<file path="config.mk">
export PLATFORM = sky130hd
export DESIGN_NAME = lgld_ctrl
export DESIGN_NICKNAME = d
export VERILOG_FILES = /design/src/hdl/lgld_pkg.sv /design/src/hdl/lgld_ctrl.sv
export SDC_FILE = /design/constraint.sdc
export NUM_CORES = 1
export LEC_CHECK = 0
export ABC_AREA = 1
export BUFFER_PORTS_ARGS = -buffer_cell sky130_fd_sc_hd__buf_2
export CORE_MARGIN = 2
export CORE_UTILIZATION = 48
export DETAILED_ROUTE_END_ITERATION = 10
export PLACE_DENSITY = 0.81
export REMOVE_ABC_BUFFERS = 1
export SYNTH_ARGS = -nofsm -noshare
export SYNTH_HDL_FRONTEND = slang
export SYNTH_SLANG_ARGS = --single-unit
</file>
<file path="constraint.sdc">
create_clock -name clk_i -period 1.4 [get_ports clk_i]
set_input_delay 0.07 -clock clk_i [delete_from_list [all_inputs] [get_ports clk_i]]
set_output_delay 0.07 -clock clk_i [all_outputs]
set_load 0.02 [all_outputs]
</file>
<file path="src/hdl/lgld_pkg.sv">
`timescale 1ns / 1ps
// Package for the Life generation block with loop detection.
// Shared constants, controller states and the command and status structs.
package lgld_pkg;

  localparam int MAX_ROW_WORDS_DEF = 32;
  localparam int HISTORY_DEPTH_DEF = 32;
  localparam int MAX_ROWS_DEF      = 1024;

  localparam logic [10:0] WIDTH_RESET    = 11'd300;
  localparam logic [10:0] HEIGHT_RESET   = 11'd300;
  localparam logic [15:0] PATIENCE_RESET = 16'd100;

  localparam logic [15:0] CRC_POLY = 16'hA001;

  typedef enum logic [1:0] {
    REG_WIDTH    = 2'd0,
    REG_HEIGHT   = 2'd1,
    REG_PATIENCE = 2'd2,
    REG_NONE     = 2'd3
  } reg_idx_e;

  typedef enum logic [3:0] {
    S_IDLE,
    S_COL,
    S_EDGE,
    S_FLSTART,
    S_FLRD,
    S_FLCOL,
    S_FEDGE,
    S_CRC,
    S_HIST,
    S_PUT
  } state_e;

  typedef struct packed {
    logic       accept;
    logic       col;
    logic       fl_start;
    logic       fl_read;
    logic       fl_shift;
    logic       flush;
    logic       emit;
    logic       edge_mode;
    logic       crc_step;
    logic [1:0] crc_byte;
    logic       hist;
    logic       put;
    logic       last;
  } dp_cmd_t;

  typedef struct packed {
    logic emit_ok;
    logic row_ge1;
    logic last_col;
    logic last_row;
    logic fl_j_ge1;
    logic fl_last;
    logic fl_done;
    logic out_free;
  } dp_stat_t;

endpackage

</file>
<file path="src/hdl/lgld_ctrl.sv">
`timescale 1ns / 1ps
// Sequencer for the Life block: steps each input word through its emissions.
// Depends on lgld_pkg.
module lgld_ctrl
  import lgld_pkg::*;
(
  input  logic     clk_i,
  input  logic     rst_ni,
  input  logic     in_valid_i,
  input  dp_stat_t stat_i,
  output dp_cmd_t  cmd_o,
  output logic     in_stall_o
);

  state_e     state_q, state_d, resume;
  logic       edge_pend_q, edge_pend_d;
  logic       flush_pend_q, flush_pend_d;
  logic       in_flush_q, in_flush_d;
  logic       last_q, last_d;
  logic [1:0] cnt_q, cnt_d;
  logic       edge_now, flush_now;

  assign edge_now  = stat_i.last_col && stat_i.row_ge1;
  assign flush_now = stat_i.last_col && stat_i.last_row;

  always_comb begin
    priority if (edge_pend_q) begin
      resume = S_EDGE;
    end else if (flush_pend_q) begin
      resume = S_FLSTART;
    end else if (in_flush_q) begin
      resume = stat_i.fl_done ? S_FEDGE : S_FLRD;
    end else begin
      resume = S_IDLE;
    end
  end

  // next state
  always_comb begin
    state_d = state_q;
    unique case (state_q)
      S_IDLE:    if (in_valid_i) state_d = S_COL;
      S_COL: begin
        priority if (stat_i.emit_ok) state_d = S_CRC;
        else if (edge_now)           state_d = S_EDGE;
        else if (flush_now)          state_d = S_FLSTART;
        else                         state_d = S_IDLE;
      end
      S_EDGE:    state_d = S_CRC;
      S_FLSTART: state_d = S_FLRD;
      S_FLRD:    state_d = S_FLCOL;
      S_FLCOL: begin
        priority if (stat_i.fl_j_ge1) state_d = S_CRC;
        else if (stat_i.fl_last)      state_d = S_FEDGE;
        else                          state_d = S_FLRD;
      end
      S_FEDGE:   state_d = S_CRC;
      S_CRC:     if (cnt_q == 2'd3) state_d = last_q ? S_HIST : S_PUT;
      S_HIST:    state_d = S_PUT;
      S_PUT:     if (stat_i.out_free) state_d = resume;
      default:   state_d = S_IDLE;
    endcase
  end

  // outputs
  always_comb begin
    cmd_o        = '0;
    edge_pend_d  = edge_pend_q;
    flush_pend_d = flush_pend_q;
    in_flush_d   = in_flush_q;
    last_d       = last_q;
    cnt_d        = cnt_q;
    in_stall_o   = (state_q != S_IDLE);
    unique case (state_q)
      S_IDLE:    cmd_o.accept = in_valid_i;
      S_COL: begin
        cmd_o.col    = 1'b1;
        cmd_o.emit   = stat_i.emit_ok;
        edge_pend_d  = edge_now;
        flush_pend_d = flush_now;
      end
      S_EDGE: begin
        cmd_o.emit      = 1'b1;
        cmd_o.edge_mode = 1'b1;
        edge_pend_d     = 1'b0;
      end
      S_FLSTART: begin
        cmd_o.fl_start = 1'b1;
        flush_pend_d   = 1'b0;
        in_flush_d     = 1'b1;
      end
      S_FLRD:    cmd_o.fl_read = 1'b1;
      S_FLCOL: begin
        cmd_o.fl_shift = 1'b1;
        cmd_o.flush    = 1'b1;
        cmd_o.emit     = stat_i.fl_j_ge1;
      end
      S_FEDGE: begin
        cmd_o.emit      = 1'b1;
        cmd_o.edge_mode = 1'b1;
        cmd_o.flush     = 1'b1;
        last_d          = 1'b1;
        in_flush_d      = 1'b0;
      end
      S_CRC: begin
        cmd_o.crc_step = 1'b1;
        cmd_o.crc_byte = cnt_q;
        cnt_d          = cnt_q + 2'd1;
      end
      S_HIST:    cmd_o.hist = 1'b1;
      S_PUT: begin
        cmd_o.put  = stat_i.out_free;
        cmd_o.last = last_q;
        if (stat_i.out_free) last_d = 1'b0;
      end
      default: ;
    endcase
  end

  always_ff @(posedge clk_i or negedge rst_ni) begin
    if (!rst_ni) begin
      state_q      <= S_IDLE;
      edge_pend_q  <= 1'b0;
      flush_pend_q <= 1'b0;
      in_flush_q   <= 1'b0;
      last_q       <= 1'b0;
      cnt_q        <= 2'd0;
    end else begin
      state_q      <= state_d;
      edge_pend_q  <= edge_pend_d;
      flush_pend_q <= flush_pend_d;
      in_flush_q   <= in_flush_d;
      last_q       <= last_d;
      cnt_q        <= cnt_d;
    end
  end

endmodule

</file>
Word-level counts from Yosys, hierarchy flattened
Cells that the tools add are included.
Operators by class
  $add $sub $neg: 1
  eq/ne operators: 13
  mux-type cells: 30
  reduce and logical (&&, ||, !) cells: 12
Operator list (count)
  case mux 4 bit (9 select lines): 1
  equality test 4 x 3 -> 1 bit, second input constant: 4
  2-to-1 mux 4 bit: 4
  2-to-1 mux 2 bit: 6
  2-to-1 mux 3 bit: 4
  2-to-1 mux 1 bit: 10
  equality test 4 x 2 -> 1 bit, second input constant: 2
  equality test 4 bit, second input constant: 2
  case mux 1 bit (2 select lines): 4
  nonzero test 2 bit: 4
  != test 2 bit, second input constant: 3
  equality test 4 x 1 -> 1 bit, second input constant: 1
  logical NOT 4 bit: 1
  nonzero test 4 bit: 1
  OR reduction 2 bit: 2
  case mux 1 bit (3 select lines): 1
  AND reduction 3 bit: 1
  adder 2 x 1 -> 2 bit, second input constant: 1
  equality test 2 bit, second input constant: 1
  logical AND 1 bit: 2
  AND reduction 2 bit: 1
Word-level totals
  bits in registers: 10
  input bits: 11
  output and inout bits: 15
  word-level logic and storage cells: 62

Longest topological paths before layout
  word-level depth: 6
  mapped depth: 9
  gate-level depth less buffers: 9

Worst setup path after synthesis
OpenSTA, ideal clock, no wires.
  kind: flip-flop to output port
  start: reg state_q[3]
  end: out cmd_o[13] (netlist name)
  arrival: 1309 ps
  slack: 21 ps
  stages on the path, launching flop included: 6
  cell sequence: dfrtp_1 inv_2 nand2_1 nor2_1 inv_1 nor2_1
RTL lines
  start, declared: RTL line lgld_ctrl.sv:15  | state_e state_q, state_d, resume;
  start signal, assigned: RTL line lgld_ctrl.sv:129  | state_q <= state_d;
  end, declared: RTL line lgld_ctrl.sv:11  | output dp_cmd_t cmd_o,

==> metrics.yaml <==
outcome:
  status: "finished, violations left"
  violations: "setup timing"
finish:
  insertedDiodeCount: 0
  nNetsFinal: 178
  final_layout_size_suffix_gt1_frac: 0.497
  layout.core_utilization: 0.824
  layout_common_cells: "nand2_1, buf_4, nor2_1"
  fillerInstances: 106
  mostFrequentLayoutCell: "nand2_1"
  syn_to_final_growth_pct: 62.5
critical_path:
  critPathMaxFanout: 7
  cp_data_arrival_time_ns: 1.38
  timing_worst_setup_path_type: "reg2out"
  critical_path_required_ns: 1.33
  critical_path_end_type: "output pin"
  startpoint_class_of_the_critical_path: "flop"
sta:
  worst_clk_skew_ns: 0.00243
  setup_violations: 4
  final-hold-violation-count: 0
  hold_ws_ns: 0.125
  max-slew-margin-rel: 0.826
  final_worst_path_period_share: 1.04
  slew_viol_final: 0
  fin_tns_setup_ns: -0.149
  max_clock_freq_mhz: 688
  rsz0062_at_grt: "yes"
  worst-slew-pin-transition_ns: 0.259
  finalCriticalPeriod_ns: 1.45
  setup_slack_ns: -0.0538
yosys:
  synth_seq_cells: 10
  synthesis.area_um2: 754
  syn_inst: 115
  ys_types: 17
  number_of_synthesis_warnings: 0
  syn_avg_cell_area_um2: 6.56
  synth_seq_area_share: 0.332
global_route:
  grt_pass1_vias: 865
  grt_pass1_wl_um: 3540
  grt_start_max_net_pins: 11
  globalRouteTotalUtil: 0.250
  antenna_found_initial: 0
  overflow_after_grt: 0
clock_network:
  clock_latency_ns: 0.26
  max-clock-path-buffers: 2
  cts_buffers: 3
  clock_tree.htree_level_count: 1
  tritoncts_num_sinks: 10
  path_clk_slew_ns: 0.07
  cts_tree: "yes"
  clk_root_buffer_cell: "clkbuf_4"
die:
  die_width_um: 43.6
  design.portCount: 26
  rows: 14
  coreArea_mm2: 0.00149
  die_area_mm2: 0.00190
  fp.dieH_um: 43.6
  floorplan.initialDensity: 0.507
detailed_routing:
  route.vias.total: 982
  route.detailed.drc: 0
  wl_um: 2590
  drt-initial-drc-count: 55
  first_pass_iteration_count_of_the_detailed_router: 5
  ant_nets: 0
  detail_route.wl_per_cell_um: 14.3
  detail_route.vias_per_cell: 5.43
power_and_ir_drop:
  power.density_cell_area_mw_per_mm2: 2520
  ir_drop_v: 0.00132
  total_leakage_power_uw: 0.000685
  total_power_uw: 3090
placement:
  gp_routability_congestion: 0.927
  detailed_placer_s_ending_hpwl_um: 1440
  port-buffer-count: 25
job:
  cap_viol_max_count: 0
hold_path:
  min_path_type: "in2reg"
## metrics by stage
step,cell area [um^2],instances,setup WS (ns)
6_report,1230,181,-0.0538
5_1_grt,1230,181,-0.113
4_1_cts,1120,176,-0.00348
3_5_place_dp,900,156,0.0778
3_3_place_gp,900,156,0.0948
2_1_floorplan,747,114,0.0215
## state kept, by name (all words and copies together), names as in the netlist
name and flops:
cnt_q 2, flush_pend_q 1, last_q 1, edge_pend_q 1, in_flush_q 1, state_q 4
## routing by layer
layer  GRT usage  vias up  wire length, um
met3      0.0292       20              200
met1       0.296      433              888
li1            -      453                -
met5           0        -                0
met4       0.127        0              117
met2       0.438       76             1380
## critical path, stage by stage (launching register included)
cell	delay, ns
dfrtp_2	0.48
inv_2	0.11
nand2_4	0.08
nor2_4	0.14
inv_2	0.07
nor2_4	0.12
buf_6	0.12
## synthesized netlist by cell type
| cell type | instances | area (um^2) |
|---|---|---|
| nand2_1 | 31 | 116 |
| nor2_1 | 22 | 82.6 |
| inv_1 | 17 | 63.8 |
| dfrtp_1 | 10 | 250 |
| nand3_1 | 10 | 50.1 |
| o21ai_0 | 5 | 25.0 |
| inv_2 | 4 | 15.0 |
| nand2_4 | 4 | 45.0 |
| a21oi_1 | 2 | 10.0 |
| nand4_1 | 2 | 12.5 |
| nor2_4 | 2 | 22.5 |
| a21oi_2 | 1 | 8.76 |
| buf_4 | 1 | 7.51 |
| ha_1 | 1 | 12.5 |
| nand2_2 | 1 | 6.26 |
| nor2_8 | 1 | 20.0 |
| o22ai_1 | 1 | 6.26 |
## timing repair
item,4_1_cts,5_1_grt
hold buffers,1,0
gates resized for setup,22,26
pin swaps,8,11
setup endpoints to repair,8,14
hold endpoints to repair,10,0
buffers inserted,15,5
## worst paths after layout
kind                                        start                  endpoint  slack [ns]  depth (start not counted)
max                        state_q[1]$_DFFE_PN0P_                  cmd_o[1]       -0.05                          6
min                                     stat_i[4]  flush_pend_q$_DFFE_PN0P_        0.13                          3
max reg2reg                state_q[1]$_DFFE_PN0P_    state_q[0]$_DFFE_PN0P_        0.02                         10
min reg2reg                in_flush_q$_DFFE_PN0P_    in_flush_q$_DFFE_PN0P_        0.54                          2
max in group asynchronous                  rst_ni    state_q[2]$_DFFE_PN0P_        1.00                          2
min in group asynchronous                  rst_ni    state_q[3]$_DFFE_PN0P_        0.19                          2
## cells by family after synthesis
group | count (synthesis) | synth area share
AOI/OAI and AO/OA | 9 | 0.0663
DFF | 10 | 0.332
adders and majority gates | 1 | 0.0166
and+or+nand+nor | 73 | 0.471
buffers and inverters | 22 | 0.114
## power by group
part / internal (uW) / switching [uW]
logic: 933 / 1300
registers: 439 / 162
clock network: 158 / 98.7
total: 1530 / 1560
## cell type report
cell class	instances	area, um^2	share of cell area
inverters	21	83.8	0.0684
repair buffers	47	354	0.289
clock buffers	4	36.3	0.0296
well taps	16	20.0	0.0163
multi-input cells	83	478	0.390
flip-flops and latches	10	254	0.207
No activity file was read; power rests on OpenSTA's default activity.
